**config.mk**
```make
export PLATFORM = sky130hd
export DESIGN_NAME = dscmp_modmac
export DESIGN_NICKNAME = d
export VERILOG_FILES = /design/src/dscmp_pkg.sv /design/src/dscmp_modmac.sv
export SDC_FILE = /design/constraint.sdc
export NUM_CORES = 2
export LEC_CHECK = 0
export ABC_AREA = 1
export BUFFER_PORTS_ARGS = -buffer_cell sky130_fd_sc_hd__buf_4
export CAP_MARGIN = 20
export CORE_ASPECT_RATIO = 0.9
export CORE_MARGIN = 3
export CORE_UTILIZATION = 45
export CTS_CLUSTER_DIAMETER = 40
export CTS_CLUSTER_SIZE = 24
export DETAILED_ROUTE_END_ITERATION = 7
export GPL_TIMING_DRIVEN = 0
export MAX_ROUTING_LAYER = met4
export PLACE_DENSITY_LB_ADDON = 0.3
export REMOVE_ABC_BUFFERS = 1
export SLEW_MARGIN = 20
export SYNTH_ARGS = -nofsm -noshare
export SYNTH_HDL_FRONTEND = slang
export SYNTH_SLANG_ARGS = --single-unit
```
**constraint.sdc**
```tcl
create_clock -name clk -period 11.3 [get_ports clk]
set_clock_uncertainty 0.05 [all_clocks]
set_input_delay 0 -clock clk [delete_from_list [all_inputs] [get_ports clk]]
set_output_delay 0 -clock clk [all_outputs]
set_load 0.005 [all_outputs]
```
**src/dscmp_pkg.sv**
```systemverilog
`timescale 1ns / 1ps
// Shared types and constants for the dice sum counter.
// Holds the modulus, the Barrett reduction factor and the multiply-accumulate tag.
// Depends on nothing.
package dscmp_pkg;

	localparam int unsigned VAL_W = 30;

	typedef logic [VAL_W-1:0] residue_t;

	localparam residue_t PRIME = 30'd1000000007;
	localparam logic [31:0] PRIME_X1 = 32'd1000000007;
	localparam logic [31:0] PRIME_X2 = 32'd2000000014;
	localparam logic [30:0] BARRETT_MU = 31'((64'd1 << 60) / 64'd1000000007);

	typedef struct packed {
		logic first;
		logic last;
		logic ident;
		logic a_unit;
		logic b_unit;
		logic use_comp;
		logic comp_one;
	} mac_tag_t;

endpackage

```
**src/dscmp_modmac.sv**
```systemverilog
`timescale 1ns / 1ps
// Pipelined modular multiply-accumulate: product, Barrett reduction, accumulation.
// Writes each finished matrix entry back to the store. Depends on dscmp_pkg.
module dscmp_modmac #(
	parameter int AW = 7
) (
	input  logic                clk,
	input  logic                arst_n,
	input  logic                iss_valid,
	input  dscmp_pkg::mac_tag_t iss_tag,
	input  logic [AW-1:0]       iss_waddr,
	input  dscmp_pkg::residue_t rd_data_a,
	input  dscmp_pkg::residue_t rd_data_b,
	output logic                wr_en,
	output logic [AW-1:0]       wr_addr,
	output dscmp_pkg::residue_t wr_data,
	output logic                busy
);

	logic v_s1, v_s2, v_s3, v_s4, v_s5, wr_q;
	dscmp_pkg::mac_tag_t tag_s1;
	logic first_s2, first_s3, first_s4, first_s5;
	logic last_s2, last_s3, last_s4, last_s5;
	logic [AW-1:0] waddr_s1, waddr_s2, waddr_s3, waddr_s4, waddr_s5, waddr_q;
	logic [59:0] prod_s2;
	logic [61:0] q2_s3;
	logic [31:0] xl_s3, xl_s4, qp_s4;
	dscmp_pkg::residue_t r_s5, acc_q;

	dscmp_pkg::residue_t a_val, b_val, r_c, sum_c;
	logic [59:0] prod_c;
	logic [61:0] q2_c;
	logic [60:0] qp_full;
	logic [31:0] diff_c;
	logic [30:0] sum_w;

	always_comb begin
		a_val = tag_s1.ident ? dscmp_pkg::residue_t'(tag_s1.a_unit) : rd_data_a;
		if (tag_s1.use_comp) begin
			b_val = dscmp_pkg::residue_t'(tag_s1.comp_one);
		end else if (tag_s1.ident) begin
			b_val = dscmp_pkg::residue_t'(tag_s1.b_unit);
		end else begin
			b_val = rd_data_b;
		end
		prod_c = a_val * b_val;
		q2_c = prod_s2[59:29] * dscmp_pkg::BARRETT_MU;
		qp_full = q2_s3[61:31] * dscmp_pkg::PRIME;
		diff_c = xl_s4 - qp_s4;
		if (diff_c >= dscmp_pkg::PRIME_X2) begin
			r_c = dscmp_pkg::residue_t'(diff_c - dscmp_pkg::PRIME_X2);
		end else if (diff_c >= dscmp_pkg::PRIME_X1) begin
			r_c = dscmp_pkg::residue_t'(diff_c - dscmp_pkg::PRIME_X1);
		end else begin
			r_c = dscmp_pkg::residue_t'(diff_c);
		end
		sum_w = {1'b0, (first_s5 ? '0 : acc_q)} + {1'b0, r_s5};
		if (sum_w >= {1'b0, dscmp_pkg::PRIME}) begin
			sum_c = dscmp_pkg::residue_t'(sum_w - {1'b0, dscmp_pkg::PRIME});
		end else begin
			sum_c = sum_w[29:0];
		end
	end

	always_ff @(posedge clk or negedge arst_n) begin
		if (!arst_n) begin
			v_s1 <= 1'b0;
			v_s2 <= 1'b0;
			v_s3 <= 1'b0;
			v_s4 <= 1'b0;
			v_s5 <= 1'b0;
			wr_q <= 1'b0;
		end else begin
			v_s1 <= iss_valid;
			v_s2 <= v_s1;
			v_s3 <= v_s2;
			v_s4 <= v_s3;
			v_s5 <= v_s4;
			wr_q <= v_s5 && last_s5;
		end
	end

	always_ff @(posedge clk) begin
		tag_s1 <= iss_tag;
		waddr_s1 <= iss_waddr;
		prod_s2 <= prod_c;
		first_s2 <= tag_s1.first;
		last_s2 <= tag_s1.last;
		waddr_s2 <= waddr_s1;
		q2_s3 <= q2_c;
		xl_s3 <= prod_s2[31:0];
		first_s3 <= first_s2;
		last_s3 <= last_s2;
		waddr_s3 <= waddr_s2;
		qp_s4 <= qp_full[31:0];
		xl_s4 <= xl_s3;
		first_s4 <= first_s3;
		last_s4 <= last_s3;
		waddr_s4 <= waddr_s3;
		r_s5 <= r_c;
		first_s5 <= first_s4;
		last_s5 <= last_s4;
		waddr_s5 <= waddr_s4;
		if (v_s5) begin
			acc_q <= sum_c;
		end
		waddr_q <= waddr_s5;
	end

	assign wr_en = wr_q;
	assign wr_addr = waddr_q;
	assign wr_data = acc_q;
	assign busy = v_s1 | v_s2 | v_s3 | v_s4 | v_s5 | wr_q;

endmodule

```
==> summary.txt <==
Clocking
  – # resized after CTS: 0
  – Hold Buf Count CTS: 33
  – Clk sinks: 310
  – Clock buffer depth: 3
  – TritonCTS clock tree: yes
  – CTS H-tree depth: 2
  – Post-CTS Setup Inserts: 0
  – CTS Buf Count: 44
  – Root Buffer: clkbuf_16
  – Worst-path clk slew: 0.07 ns
  – Clk_lat worst skew: 0.62 ns

Setup path
  – CP Max Fanout: 29
  – Kind of critical path: register to register
  – Slowest cell on the critical path: inv_1
  – Most used cell, CP: fa_1
  – FF-to-FF path depth: 30
  – CP max stage delay: 0.97 ns
  – Critical path arrival: 10.70 ns
  – Reg2reg setup slack: 1.04 ns
  – CP Launch Type: register
  – Critical Path End Type: register
  – Worst path required time: 11.74 ns

Route
  – Met2 wire length: 86.4 mm
  – Vias: 52,079
  – Met3 WL: 15.0 mm
  – Post-DR wirelength/cell: 19.2 µm
  – Post-DRT Antenna Nets: 0
  – Detailed-route DRC error count: 0
  – First-iteration detailed-routing DRC count: 3,969
  – First-pass DRT Iterations: 6
  – Via density: 5.20
  – Routed WL: 192 mm
  – M1 WL: 83.0 mm
  – DR top layer: met4

Synthesis
  – Mapped Cells: 8,003
  – Synth Warn #: 0
  – Asr flop ratio synth: 1.94%
  – Area leader, netlist: fa_1
  – Top-count cell post-synth: inv_1
  – Top-area cell type share of the netlist area: 37.5%
  – Commonest cells in the netlist: inv_1 (1,956), nand2_1 (1,464), fa_1 (1,225)
  – Yosys reg bits: 310
  – Synth cell types: 55
  – Register area share after synthesis: 9.98%
  – Syn avg cell area: 8.18 µm²
  – Ys flop type: dfxtp_1
  – Area contributors post-synth: fa_1 (37%), ha_1 (16%), inv_1 (11%)
  – Mapped Area: 0.0655 mm²
  – EDFF count, synth: 30

Floorplan
  – Starting Density: 45.4%
  – Die Y: 368 µm
  – Core region area: 0.144 mm²
  – Ports: 116
  – Die W: 408 µm
  – FP Rows: 132
  – Die Area: 0.150 mm²

Timing
  – Slew HR: 19.7%
  – Max Clock Freq: 97.4 MHz
  – RSZ-0062 raised after global routing: false
  – Setup TNS: 0 ns
  – Hold Fails Final Rpt: 0
  – Tmin final: 10.26 ns
  – Max-slew violations: 0
  – Setup violators final: 0
  – Least-Margin Pin Slew: 1.20 ns
  – Period utilisation layout: 90.8%

Status
  – Outcome: finished clean

Global routing
  – Global route total overflow: 0
  – Largest net degree at the start of global routing: 51
  – Initial antenna violation count: 7
  – Total GRT Usage: 26.8%
  – First-pass GRT wire length: 305 mm
  – Vias in the first global route: 54,306

Placed design
  – DPL Wire Length: 159 mm
  – Global placer's final weighted congestion: 0.968
  – IO Port Bufs: 115
  – Placed cell count: 9,904

Hold path
  – Hold Crit Class: register to register
  – Hold Crit Depth: 0

Layout
  – Multi-input logic area: 0.0508 mm²
  – Register area: 0.00654 mm²
  – Fill count: 14,013
  – Share of layout cells above drive strength 1: 3.53%
  – Area Overhead vs Synth: 7.20%
  – Nets@finish: 10,170
  – Final non-filler cell total: 10,021

Flow run
  – Max Cap Viol: 0
## layout by cell type, fill, tap and decap left out, drive strengths merged, types with 48 or more instances in the layout
master	n
nor2	911
a21oi	240
xnor2	72
inv	1993
ha	827
o21ai	157
nand2	1477
xor2	133
nand3	205
clkbuf	48
dfxtp	274
nand4	69
fa	1225
buf	121
## path summary, 6_finish.rpt
path / start / end
min in group asynchronous: arst_n / v_s3
max in group asynchronous: arst_n / v_s5
worst min register to register: prod_s2[15] / xl_s3[15]
worst min-delay path: prod_s2[15] / xl_s3[15]
worst max register to register: tag_s1[4] / prod_s2[54]
worst max-delay path: tag_s1[4] / prod_s2[54]
## logic make-up after synthesis
logic type               synth area share (%)
XOR/XNOR                                 2.79
AO/OA/AOI/OAI                            4.69
buffers and inverters                    12.5
flip-flops                               9.98
adder cells (fa/ha/maj)                  53.3
AND/OR/NAND/NOR                          16.8
## worst max-delay path: cells and delay by family (launching register included)
kind	cells	cell delay, ns
compound gates	3	0.68
xor+xnor	1	0.31
fa+ha+maj	9	4.54
buf+inv	7	1.32
flops	1	0.39
simple gates	10	2.80
## sequential cells by signal, indices dropped and copies added, names as in the netlist, 7 cells and up
| signal | flops |
|---|---|
| prod_s2 | 60 |
| qp_s4 | 32 |
| xl_s3 | 32 |
| xl_s4 | 32 |
| q2_s3 | 31 |
| r_s5 | 30 |
| wr_data | 30 |
| tag_s1 | 7 |
| waddr_s1 | 7 |
| waddr_s2 | 7 |
| waddr_s3 | 7 |
| waddr_s4 | 7 |
| waddr_s5 | 7 |
| wr_addr | 7 |
## routing by layer
layer,GRT usage (%),vias up
li1,-,24027
met1,35.9,25639
met2,41.6,1987
met3,4.04,426
met4,9.08,0
met5,-,-
## stage by stage
step           setup slack, ns  util [%]  hold WS (ns)  cell area, µm²
6_report                  1.04      48.7         0.270           70200
3_5_place_dp              1.25      47.3        -0.240           68200
4_1_cts                   1.18      48.7         0.244           70200
2_1_floorplan             2.89         -        -0.346           64800
5_1_grt                  0.627      48.7         0.269           70200
3_3_place_gp             0.274      47.2        -0.243           68100
## final cells by class
| class | count | area share, % |
|---|---|---|
| Timing Repair Buffer | 154 | 1.87 |
| Clock inverter | 34 | 0.592 |
| Tap cell | 1943 | 3.46 |
| Inverter | 1992 | 10.7 |
| Sequential cell | 310 | 9.32 |
| Antenna cell | 1 | 0.00357 |
| Clock buffer | 48 | 1.68 |
| Multi-Input combinational cell | 5539 | 72.4 |
Power is not shown: default switching activity piles up to over one toggle a cycle in this logic, so the estimate is an artifact.
