--- src/dscmp_pkg.sv ---
`timescale 1ns / 1ps
// Shared types and constants for the dice sum counter.
// Holds the modulus, the Barrett reduction factor and the multiply-accumulate tag.
// Depends on nothing.
package dscmp_pkg;

	localparam int unsigned VAL_W = 30;

	typedef logic [VAL_W-1:0] residue_t;

	localparam residue_t PRIME = 30'd1000000007;
	localparam logic [31:0] PRIME_X1 = 32'd1000000007;
	localparam logic [31:0] PRIME_X2 = 32'd2000000014;
	localparam logic [30:0] BARRETT_MU = 31'((64'd1 << 60) / 64'd1000000007);

	typedef struct packed {
		logic first;
		logic last;
		logic ident;
		logic a_unit;
		logic b_unit;
		logic use_comp;
		logic comp_one;
	} mac_tag_t;

endpackage

--- src/dscmp_seq.sv ---
`timescale 1ns / 1ps
// Sequencer for square-and-multiply over the exponent bits and for entry indexing.
// Holds the handshake and the result register. Depends on dscmp_pkg.
module dscmp_seq #(
	parameter int ORDER = 6,
	parameter int EXP_BITS = 60,
	localparam int IW = $clog2(ORDER),
	localparam int AW = 2 * IW + 1
) (
	input  logic                clk,
	input  logic                arst_n,
	input  logic                req_valid,
	output logic                req_stall,
	input  logic [59:0]         target_sum,
	output logic                rsp_valid,
	input  logic                rsp_stall,
	output logic [29:0]         way_count,
	output logic [AW-1:0]       rd_addr_a,
	output logic [AW-1:0]       rd_addr_b,
	input  dscmp_pkg::residue_t rd_data_a,
	output logic                iss_valid,
	output dscmp_pkg::mac_tag_t iss_tag,
	output logic [AW-1:0]       iss_waddr,
	input  logic                mac_busy
);

	localparam int CW = $clog2(EXP_BITS);
	localparam logic [IW-1:0] LAST_IDX = IW'(ORDER - 1);

	typedef enum logic [2:0] {
		S_IDLE,
		S_RUN,
		S_DRAIN,
		S_RES_RD,
		S_RES_CAP
	} state_t;

	state_t state_q;
	logic [EXP_BITS-1:0] exp_q;
	logic [CW-1:0] bit_q;
	logic [IW-1:0] i_q, j_q, k_q;
	logic cur_q, ident_q, mulph_q, rsp_valid_q;
	logic [29:0] way_count_q;
	logic rsp_free;

	assign rsp_free = !rsp_valid_q || !rsp_stall;

	always_comb begin
		rd_addr_b = {cur_q, j_q, k_q};
		if (state_q == S_RES_RD || state_q == S_RES_CAP) begin
			rd_addr_a = {cur_q, LAST_IDX, LAST_IDX};
		end else begin
			rd_addr_a = {cur_q, i_q, j_q};
		end
		iss_valid = (state_q == S_RUN);
		iss_waddr = {~cur_q, i_q, k_q};
		iss_tag.first = (j_q == '0);
		iss_tag.last = (j_q == LAST_IDX);
		iss_tag.ident = ident_q;
		iss_tag.a_unit = (i_q == j_q);
		iss_tag.b_unit = (j_q == k_q);
		iss_tag.use_comp = mulph_q;
		iss_tag.comp_one = ({1'b0, k_q} == ({1'b0, j_q} + (IW + 1)'(1))) || (j_q == LAST_IDX);
	end

	always_ff @(posedge clk or negedge arst_n) begin
		if (!arst_n) begin
			state_q <= S_IDLE;
			exp_q <= '0;
			bit_q <= '0;
			i_q <= '0;
			j_q <= '0;
			k_q <= '0;
			cur_q <= 1'b0;
			ident_q <= 1'b1;
			mulph_q <= 1'b0;
			rsp_valid_q <= 1'b0;
			way_count_q <= '0;
		end else begin
			if (state_q == S_RES_CAP && rsp_free) begin
				rsp_valid_q <= 1'b1;
			end else if (!rsp_stall) begin
				rsp_valid_q <= 1'b0;
			end
			unique case (state_q)
				S_IDLE: begin
					if (req_valid) begin
						exp_q <= EXP_BITS'(target_sum);
						bit_q <= CW'(EXP_BITS - 1);
						i_q <= '0;
						j_q <= '0;
						k_q <= '0;
						cur_q <= 1'b0;
						ident_q <= 1'b1;
						mulph_q <= 1'b0;
						state_q <= S_RUN;
					end
				end
				S_RUN: begin
					if (j_q != LAST_IDX) begin
						j_q <= j_q + IW'(1);
					end else begin
						j_q <= '0;
						if (k_q != LAST_IDX) begin
							k_q <= k_q + IW'(1);
						end else begin
							k_q <= '0;
							if (i_q != LAST_IDX) begin
								i_q <= i_q + IW'(1);
							end else begin
								i_q <= '0;
								state_q <= S_DRAIN;
							end
						end
					end
				end
				S_DRAIN: begin
					if (!mac_busy) begin
						cur_q <= ~cur_q;
						ident_q <= 1'b0;
						if (!mulph_q && exp_q[EXP_BITS-1]) begin
							mulph_q <= 1'b1;
							state_q <= S_RUN;
						end else begin
							mulph_q <= 1'b0;
							if (bit_q == '0) begin
								state_q <= S_RES_RD;
							end else begin
								bit_q <= bit_q - CW'(1);
								exp_q <= {exp_q[EXP_BITS-2:0], 1'b0};
								state_q <= S_RUN;
							end
						end
					end
				end
				S_RES_RD: begin
					state_q <= S_RES_CAP;
				end
				S_RES_CAP: begin
					if (rsp_free) begin
						way_count_q <= ident_q ? 30'd1 : rd_data_a;
						state_q <= S_IDLE;
					end
				end
				default: begin
					state_q <= S_IDLE;
				end
			endcase
		end
	end

	assign req_stall = (state_q != S_IDLE);
	assign rsp_valid = rsp_valid_q;
	assign way_count = way_count_q;

endmodule

--- config.mk ---
export PLATFORM = sky130hd
export DESIGN_NAME = dscmp_seq
export DESIGN_NICKNAME = d
export VERILOG_FILES = /design/src/dscmp_pkg.sv /design/src/dscmp_seq.sv
export SDC_FILE = /design/constraint.sdc
export NUM_CORES = 1
export LEC_CHECK = 0
export BUFFER_PORTS_ARGS = -buffer_cell sky130_fd_sc_hd__buf_2
export CORE_MARGIN = 2
export CORE_UTILIZATION = 29
export CTS_CLUSTER_SIZE = 30
export DETAILED_ROUTE_END_ITERATION = 16
export PLACE_DENSITY = 0.6
export SYNTH_ARGS = -nofsm -noshare
export SYNTH_HDL_FRONTEND = slang
export SYNTH_SLANG_ARGS = --single-unit
--- constraint.sdc ---
create_clock -name clk -period 3.6 [get_ports clk]
set_clock_uncertainty 0.15 [all_clocks]
set_input_delay 0.72 -clock clk [delete_from_list [all_inputs] [get_ports clk]]
set_output_delay 0.72 -clock clk [all_outputs]
set_load 0.02 [all_outputs]
==> qor.csv, run 1 <==
stage,metric,value,unit
power,Cell Pwr Density,466.8,nW/µm²
clock_network,clk buf depth,2,
grt,vias in the first global route,4222,
synth,Mapped Area,5642,µm²
setup_path,Crit Path Max Fanout,16,
final_layout,Post-Route Utilization,35.33,%
synth,"flops & latches, synth",112,
synth,Post-synth ARST share,100.0,%
synth,Yosys cell types,54,
synth,post-synth net total,666,
floorplan,chip height,143.5,µm
status,outcome,"finished, final reports clean",
floorplan,area of the die,20590,µm²
setup_path,required arrival time at the worst endpoint,2.73,ns
clock_network,Post-CTS Hold Fix Bufs,0,
place,post-DP HPWL,9228,µm
final_layout,Non-Filler Instances,960,
timing,RSZ-0062 raised after global routing,no,
clock_network,H-tree lvl count,3,
timing,Tmin final,2.793,ns
clock_network,# resized after CTS,0,
setup_path,critical path class,reg -> out,
clock_network,CTS root buffer,clkbuf_16,
synth,sequential fraction of the synthesis area,49.70,%
setup_path,r2r setup slk,1.12,ns
final_layout,nets@finish,788,
clock_network,# Post-CTS Setup Buffers,0,
grt,initial antenna violation count,3,
synth,post-synthesis compound-gate area fraction,18.90,%
hold_path,hold crit path type,in -> async,
floorplan,Placeable Area,19270,µm²
floorplan,# IOs,156,
setup_path,critical path startpoint category,flop,
setup_path,Worst Setup End Kind,primary output,
detailed_routing,vias post-DR,4521,
synth,Most used DFF post-synth,dfrtp_1,
timing,Hold Fails Final Rpt,0,
synth,Synth warnings,0,
place,dpl ws,1.086,ns
final_layout,ratio of cells with drive above 1 in the final layout,27.71,%
power,Leak,3.039,nW
synth,largest family of logic cells by synthesized area,compound AO/OA/AOI/OAI gates,
timing,Pins Over Slew Limit,0,
timing,endpoints failing setup,0,
clock_network,CTS Buf Count,9,
timing,worst-margin pin slew,1.037,ns
clock_network,CTS tree,done,
floorplan,number of cell rows,51,
synth,xor-xnor portion of the synthesized cell area,1.087,%
timing,Max Clk Rate,358.1,MHz
grt,gr ovfl total,0,
synth,Simple-Gate Fraction of Synth Area,12.02,%
clock_network,Clock transition at path regs,0.07,ns
detailed_routing,antenna-violating nets left,0,
grt,first-pass GRT wire length,21980,µm
timing,hold slack final,0.2774,ns
timing,final worst-path setup slack,0.8073,ns
detailed_routing,1st-pass router iterations,4,
detailed_routing,drt drc,0,
place,GP Congestion,0.7997,
synth,multiplexer area fraction after synthesis,10.65,%
synth,number of synthesized flops with an enable pin,0,
setup_path,CP arrival,1.92,ns
floorplan,Starting Density,29.28,%
synth,Synth Area in Adders,1.109,%
power,VDD IR-drop max,0.0002312,V
timing,setup TNS,0,ns
grt,largest net degree at the start of global routing,67,
synth,"Avg Cell Area, Syn",9.968,µm²
detailed_routing,initial drt markers,198,
synth,Post-Syn Instances,566,
final_layout,area grow syn2layout,20.67,%
run,max cap viols,0,
grt,Total GRT Usage,13.35,%
timing,fin crit share,77.58,%
detailed_routing,drt via density,4.709,
floorplan,die width,143.5,µm
clock_network,# clock sinks,112,
place,Port Buffers,155,
timing,Slew Limit Headroom,30.85,%
detailed_routing,DRT Wirelength,13710,µm
detailed_routing,WL per Instance,14.28,µm
place,dpl cells,942,
clock_network,worst skew pair latency,0.35,ns
## metrics by stage
step	power [W]	area [µm²]
detailed placement	0.002221	6507
global route	0.003379	6803
global placement	0.002213	6507
floorplan	0.001968	5642
finish	0.003178	6808
CTS	0.003228	6803
## where the power goes
| part | total, W | switching [W] | leakage (nW) | internal [W] |
|---|---|---|---|---|
| logic | 0.000695 | 0.000393 | 1.45 | 0.000302 |
| clock network | 0.000992 | 0.000461 | 0.142 | 0.000530 |
| registers | 0.00149 | 0.000127 | 1.45 | 0.00136 |
| total | 0.00318 | 0.000981 | 3.04 | 0.00220 |
## state kept, by name, indices dropped and copies added (netlist names)
signal and flops:
i_q 3, rsp_valid 1, exp_q 60, mulph_q 1
cur_q 1, k_q 3, j_q 3, state_q 3
bit_q 6, ident_q 1, way_count 30
## worst max-delay path, stage by stage (launching register included)
cell and delay [ns]:
dfrtp_1 0.68, nor2_1 0.15, nand2_1 0.17, nand2_1 0.13, or2_2 0.28, buf_2 0.16
## layout make-up
type                            count  area (µm²)
Fill cell                        2024       12460
Sequential cell                   112        2804
Timing Repair Buffer              161       848.3
Inverter                           11       41.29
Clock buffer                       13       270.3
Tap cell                          265       331.6
Multi-Input combinational cell    393        2482
Clock inverter                      3       25.02
Antenna cell                        2       5.005
## cells by family (layout without fill, tap and decap cells)
logic type | Yosys count | in the layout
muxes | 60 | 60
DFF | 112 | 112
other | 0 | 2
buffers and inverters | 61 | 188
AOI/OAI and AO/OA | 195 | 195
xor gates and xnor gates | 7 | 7
adders and majority gates | 5 | 5
and+or+nand+nor | 126 | 126
## path summary, 6_finish.rpt
kind | from | to | cells past startpoint
max | state_q[0]$_DFFE_PN0P_ | rd_addr_a[5] | 5
max reg2reg | bit_q[0]$_DFFE_PN0P_ | exp_q[8]$_DFFE_PN0P_ | 7
min reg2reg | way_count[21]$_DFFE_PN0P_ | way_count[21]$_DFFE_PN0P_ | 2
min in group clk | way_count[21]$_DFFE_PN0P_ | way_count[21]$_DFFE_PN0P_ | 2
min | arst_n | j_q[1]$_DFFE_PN0P_ | 1
max in group asynchronous | arst_n | ident_q$_DFFE_PN1P_ | 2
## cells in the final DEF, fill, tap and decap left out, types with 6 or more instances in the layout
cell / instances
inv_1: 10
a31oi_1: 6
o21ai_1: 37
mux2i_1: 60
clkbuf_16: 9
dfrtp_1: 111
a21oi_1: 8
buf_2: 154
nand2b_1: 32
o21ai_0: 123
nand2_1: 46
nor2_1: 12
## routing by layer
metal / global-route usage [%] / routed length, µm
met1: 18.46 / 6516
met2: 20.70 / 6099
met3: 3.865 / 956
met4: 3.096 / 123
met5: 0 / 16
## synthesized netlist by cell type, drive strengths merged, types with 2 or more instances
master	n	area, µm²
and3	2	12.51
o21a	2	15.01
a31oi	6	37.54
a211oi	2	20.02
a32o	2	20.02
nor4b	2	23.77
nor3b	2	20.02
clkbuf	22	88.83
nor2	12	45.04
buf	28	239.0
o31ai	4	30.03
a22oi	2	25.02
xor2	5	43.79
xnor2	2	17.52
ha	5	62.56
mux2i	60	600.6
or2	4	27.53
o2bb2ai	2	17.52
o21ai	160	800.8
nand3	4	20.02
inv	10	37.54
nand3b	5	37.54
a21oi	8	40.04
nand2	47	178.9
dfrtp	111	2778
nor2b	4	25.02
a22o	3	27.53
nand2b	33	214.0
nor3	4	20.02
Power figures use the tool's default switching activity.
==> run 2: changes to the inputs <==
--- a/config.mk
+++ b/config.mk
@@ -10,7 +10,7 @@
 export CORE_UTILIZATION = 29
 export CTS_CLUSTER_SIZE = 30
 export DETAILED_ROUTE_END_ITERATION = 16
-export PLACE_DENSITY = 0.6
+export PLACE_DENSITY = 0.62
 export SYNTH_ARGS = -nofsm -noshare
 export SYNTH_HDL_FRONTEND = slang
 export SYNTH_SLANG_ARGS = --single-unit
==> constraint.sdc (replaced) <==
create_clock -name clk -period 2.38 [get_ports clk]
set_clock_uncertainty 0.15 [all_clocks]
set_input_delay 0.476 -clock clk [delete_from_list [all_inputs] [get_ports clk]]
set_output_delay 0.476 -clock clk [all_outputs]
set_load 0.02 [all_outputs]
==> qor.csv, run 2 (synthesis gave the netlist of run 1 again) <==
stage,metric,value,unit
final_layout,fillers,2003,
grt,vias in the first global route,4318,
detailed_routing,drt drc,0,
timing,Slew Limit Headroom,66.77,%
power,Leak,3.163,nW
final_layout,largest reg by FF count,exp_q,
timing,hold slack final,0.2186,ns
setup_path,CP arrival,1.67,ns
final_layout,most frequent cells in the layout,"154 x buf_2, 123 x o21ai_0, 106 x dfrtp_1, 60 x mux2i_1, 46 x nand2_1",
grt,first-pass GRT wire length,22120,µm
grt,initial antenna violation count,1,
setup_path,buffer and inverter count on the worst path,2,
hold_path,hold crit path type,in -> reg,
grt,gr ovfl total,0,
setup_path,required arrival time at the worst endpoint,1.75,ns
clock_network,worst skew pair latency,0.35,ns
final_layout,number of flip-flops in the largest register,60,
run,max cap viols,0,
setup_path,Worst path max stage delay,0.44,ns
setup_path,Crit Path Max Fanout,5,
clock_network,Clock transition at path regs,0.08,ns
clock_network,CTS Buf Count,9,
floorplan,number of cell rows,51,
timing,Max Clk Rate,435.1,MHz
detailed_routing,1st-pass router iterations,4,
detailed_routing,antenna-violating nets left,0,
setup_path,critical path class,reg -> out,
floorplan,Starting Density,29.28,%
setup_path,Worst Setup End Kind,primary output,
final_layout,area of the multi-input gates,2482,µm²
final_layout,ratio of cells with drive above 1 in the final layout,30.48,%
timing,worst-margin pin slew,0.4933,ns
timing,fin crit share,96.57,%
detailed_routing,initial drt markers,170,
power,Cell Pwr Density,705.3,nW/µm²
floorplan,Placeable Area,19270,µm²
grt,Total GRT Usage,13.38,%
status,outcome,"finished, final reports clean",
setup_path,cells along the critical path,"buf_4, ha_1, xnor2_1, nand2_1, o21ai_0, buf_2",
timing,Hold Fails Final Rpt,0,
clock_network,clk buf depth,2,
detailed_routing,DRT Wirelength,13980,µm
clock_network,# clock sinks,112,
detailed_routing,vias post-DR,4574,
timing,endpoints failing setup,0,
floorplan,chip height,143.5,µm
final_layout,Reg area,2810,µm²
timing,final worst-path setup slack,0.08169,ns
timing,RSZ-0062 raised after global routing,yes,
detailed_routing,drt via density,4.677,
setup_path,critical path startpoint category,flop,
timing,Pins Over Slew Limit,0,
floorplan,# IOs,156,
place,Port Buffers,155,
timing,setup TNS,0,ns
place,GP Congestion,0.7890,
final_layout,area grow syn2layout,25.28,%
detailed_routing,WL per Instance,14.29,µm
place,post-DP HPWL,9692,µm
floorplan,area of the die,20590,µm²
clock_network,CTS tree,done,
power,VDD IR-drop max,0.0003184,V
final_layout,"most common cell after layout, fill and taps aside",buf_2,
place,dpl ws,0.2909,ns
floorplan,die width,143.5,µm
setup_path,Top Family by Delay on Critical Path,flip-flops,
clock_network,H-tree lvl count,3,
timing,Tmin final,2.298,ns
grt,largest net degree at the start of global routing,67,
setup_path,CP max-delay cell,dfrtp_2,
clock_network,CTS root buffer,clkbuf_16,
final_layout,nets@finish,807,
## run 2: area by class of cell
type,instances,area share [%]
tap,265,4.691
clock inverter,6,0.9559
inverter,11,0.5842
timing repair buffer,180,15.47
sequential,112,39.76
clock buffer,10,3.381
multi-input combinational,393,35.12
antenna,1,0.03540
## run 2: per-layer routing
metal	share of wire, %	vias to the layer above	track usage, %
met1	46	2174	17.49
met2	47	131	21.95
met3	6.4	10	3.799
met5	0	-	0
met4	0.83	0	3.251
li1	-	2259	-
## run 2: through the flow
step | utilization, % | power (W) | std cells | instance area (µm²)
5_1_grt | 36.66 | 0.005277 | 977 | 7066
4_1_cts | 36.29 | 0.005038 | 969 | 6993
6_report | 36.68 | 0.004985 | 978 | 7068
3_3_place_gp | 34.50 | 0.003373 | 949 | 6648
3_5_place_dp | 34.50 | 0.003385 | 949 | 6648
2_1_floorplan | - | 0.002977 | 566 | 5642
## run 2: power by group
part	switching, W	total (W)	internal (W)
Sequential	0.000152	0.00222	0.00207
Combinational	0.000665	0.00120	0.000535
Clock	0.000715	0.00157	0.000850
Total	0.00153	0.00499	0.00345
## run 2: final timing paths
path / to / cells after the start / from / slack [ns]
hold reg to reg: way_count[3]$_DFFE_PN0P_ / 2 / way_count[3]$_DFFE_PN0P_ / 0.32
max in group asynchronous: exp_q[21]$_DFFE_PN0P_ / 3 / arst_n / 1.00
setup / recovery: iss_tag[0] / 6 / j_q[0]$_DFFE_PN0P_ / 0.08
setup reg to reg: exp_q[3]$_DFFE_PN0P_ / 7 / state_q[0]$_DFFE_PN0P_ / 0.22
hold / removal: ident_q$_DFFE_PN1P_ / 3 / req_valid / 0.22
min in group asynchronous: i_q[0]$_DFFE_PN0P_ / 2 / arst_n / 0.47
## run 2: worst register-to-register path, stage by stage (launching register included)
cell and delay [ns]:
dfrtp_2 0.45, buf_4 0.16, buf_12 0.12, nor3b_4 0.37, a22oi_2 0.21, nand2_2 0.14
buf_4 0.28, o21ai_0 0.15
## run 2: what timing repair did
action                                 4_1_cts  5_1_grt
resized for setup                            5        1
pin swaps                                    1        1
setup endpoints to repair                    4        4
gates cloned                                 0        0
setup buffers                                3        8
endpoints found under the hold margin       28        0
hold buffers                                 1        0
==> run 3: changes to the inputs <==
--- a/config.mk
+++ b/config.mk
@@ -5,6 +5,7 @@
 export SDC_FILE = /design/constraint.sdc
 export NUM_CORES = 1
 export LEC_CHECK = 0
+export ABC_AREA = 1
 export BUFFER_PORTS_ARGS = -buffer_cell sky130_fd_sc_hd__buf_2
 export CORE_MARGIN = 2
 export CORE_UTILIZATION = 29
==> qor.csv, run 3 <==
stage,metric,value,unit
power,VDD IR-drop max,0.0005750,V
final_layout,largest reg by FF count,exp_q,
synth,Post-synth ARST share,100.0,%
final_layout,number of flip-flops in the largest register,60,
final_layout,diodes inserted,0,
place,GP Congestion,0.7794,
synth,Post-Syn Instances,781,
final_layout,Post-Route Utilization,36.79,%
floorplan,number of cell rows,50,
floorplan,Placeable Area,18770,µm²
grt,first-pass GRT wire length,22220,µm
clock_network,CTS Buf Count,9,
setup_path,Worst Setup End Kind,primary output,
floorplan,area of the die,20360,µm²
timing,Pins Over Slew Limit,0,
grt,largest net degree at the start of global routing,70,
synth,Most used DFF post-synth,dfrtp_1,
detailed_routing,vias post-DR,5075,
final_layout,Non-Filler Instances,1156,
grt,Total GRT Usage,13.47,%
final_layout,nets@finish,1017,
synth,"count leader, synth",nand2_1,
power,Cell Pwr Density,1265,nW/µm²
clock_network,H-tree lvl count,3,
detailed_routing,1st-pass router iterations,4,
detailed_routing,drt drc,0,
detailed_routing,DRT Wirelength,13630,µm
setup_path,Worst path max stage delay,0.41,ns
synth,share of the synthesized area in the top cell type,49.80,%
power,Leak,4.101,nW
detailed_routing,initial drt markers,198,
setup_path,critical path class,reg -> out,
clock_network,Clock transition at path regs,0.08,ns
clock_network,CTS root buffer,clkbuf_16,
timing,RSZ-0062 raised after global routing,no,
clock_network,worst skew pair latency,0.35,ns
setup_path,cells along the critical path,"inv_2, ha_1, inv_1, nand2_1, a21oi_1, nand3_1, nand2_1, buf_2",
hold_path,hold crit path type,in -> reg,
synth,sequential fraction of the synthesis area,50.27,%
synth,number of synthesized flops with an enable pin,0,
final_layout,"most common cell after layout, fill and taps aside",nand2_1,
timing,Hold Fails Final Rpt,0,
floorplan,# IOs,156,
synth,Mapped Area,5578,µm²
timing,worst-margin pin slew,0.9445,ns
timing,Slew Limit Headroom,36.97,%
grt,initial antenna violation count,0,
timing,endpoints failing setup,0,
final_layout,ratio of cells with drive above 1 in the final layout,21.26,%
detailed_routing,drt via density,4.390,
detailed_routing,antenna-violating nets left,0,
clock_network,clk buf depth,2,
setup_path,critical path startpoint category,flop,
status,outcome,"finished, final reports clean",
final_layout,most frequent cells in the layout,"479 x nand2_1, 154 x buf_2, 108 x dfrtp_1, 44 x nand3_1, 29 x inv_1",
place,Port Buffers,155,
floorplan,Starting Density,29.72,%
grt,gr ovfl total,0,
synth,"Avg Cell Area, Syn",7.142,µm²
timing,Tmin final,2.295,ns
timing,fin crit share,96.42,%
run,max cap viols,0,
synth,Yosys cell types,22,
synth,post-synth net total,881,
setup_path,required arrival time at the worst endpoint,1.75,ns
final_layout,area grow syn2layout,23.78,%
synth,synth cell count leaders,"480 x nand2_1, 111 x dfrtp_1, 44 x nand3_1, 30 x inv_1",
clock_network,CTS tree,done,
place,dpl cells,1138,
timing,Max Clk Rate,435.8,MHz
grt,vias in the first global route,4516,
setup_path,CP arrival,1.67,ns
place,post-DP HPWL,9117,µm
timing,hold slack final,0.2065,ns
floorplan,chip height,142.7,µm
setup_path,cell mode on critical path,nand2_1,
setup_path,Top Family by Delay on Critical Path,flip-flops,
synth,"flops & latches, synth",112,
setup_path,buffer and inverter count on the worst path,3,
setup_path,Crit Path Max Fanout,5,
detailed_routing,WL per Instance,11.79,µm
final_layout,fillers,2000,
timing,setup TNS,0,ns
synth,Synth warnings,0,
synth,leading area contributor after synthesis,dfrtp_1,
synth,top post-synthesis cells by area,"dfrtp_1 50%, nand2_1 32%, nand3_1 3.9%, inv_1 2.0%, o21ai_0 1.4%",
clock_network,# clock sinks,112,
floorplan,die width,142.7,µm
setup_path,CP max-delay cell,dfrtp_2,
## run 3: cell type report
class	instances	area, µm²	share of cell area [%]
Sequential cell	112	2808	40.67
Tap cell	234	292.8	4.241
Clock inverter	5	55.05	0.7974
Timing Repair Buffer	168	928.4	13.45
Inverter	33	123.9	1.794
Multi-Input combinational cell	593	2444	35.39
Clock buffer	11	252.7	3.661
## run 3: repair_timing
action / in CTS / in global routing
endpoints found under the setup margin: 1 / 2
hold endpoints to repair: 12 / 0
buffers inserted: 0 / 1
resized for setup: 2 / 2
hold buffers: 1 / 0
## run 3: metal layers
layer | part of all wire [%] | GRT usage (%) | vias up
li1 | - | - | 2649
met1 | 50 | 18.60 | 2283
met2 | 44 | 21.48 | 131
met3 | 5.4 | 2.448 | 12
met4 | 1.3 | 4.273 | 0
met5 | 0 | 0 | -
## run 3: cell families after synthesis
logic type	count (synthesis)	synth area share, %
compound gates	23	2.154
xor+xnor	8	1.256
fa+ha+maj	5	1.122
buf+inv	76	6.012
flops	112	50.27
simple gates	557	39.19
## run 3: per-stage QoR
| stage | total power, W | setup slack, ns | cell area, µm² |
|---|---|---|---|
| after detailed placement | 0.007230 | 0.3019 | 6575 |
| after floorplan | 0.006057 | 0.2988 | 5578 |
| after CTS | 0.008875 | 0.002420 | 6894 |
| final | 0.008736 | 0.08515 | 6904 |
| after global routing | 0.009547 | 0.005066 | 6904 |
| after global placement | 0.007181 | 0.3576 | 6575 |
## run 3: final timing paths
path                                           startpoint                         to  slack (ns)  cells after the start
worst min-delay path                        rd_data_a[12]  way_count[12]$_DFFE_PN0P_        0.21                      3
max in group asynchronous                          arst_n        ident_q$_DFFE_PN1P_        1.12                      3
min in group asynchronous                          arst_n         k_q[2]$_DFFE_PN0P_        0.37                      2
worst min register to register  way_count[24]$_DFFE_PN0P_  way_count[24]$_DFFE_PN0P_        0.32                      2
worst max register to register     state_q[2]$_DFFE_PN0P_      exp_q[22]$_DFFE_PN0P_        0.52                      8
worst max-delay path                   j_q[1]$_DFFE_PN0P_                 iss_tag[0]        0.09                      8
## run 3: worst register-to-register path: stages (launching register included)
cell	delay [ns]
dfrtp_1	0.43
nor2_4	0.20
nand3_1	0.16
nand2_1	0.15
nand3_2	0.13
inv_2	0.09
buf_12	0.23
nand2_1	0.16
nand2_1	0.07
## run 3: where the power goes
group / switching (W) / internal, W / leakage, nW / total [W]
clock network: 0.000700 / 0.000872 / 0.148 / 0.00157
registers: 0.000544 / 0.00275 / 1.42 / 0.00330
logic: 0.00257 / 0.00130 / 2.53 / 0.00387
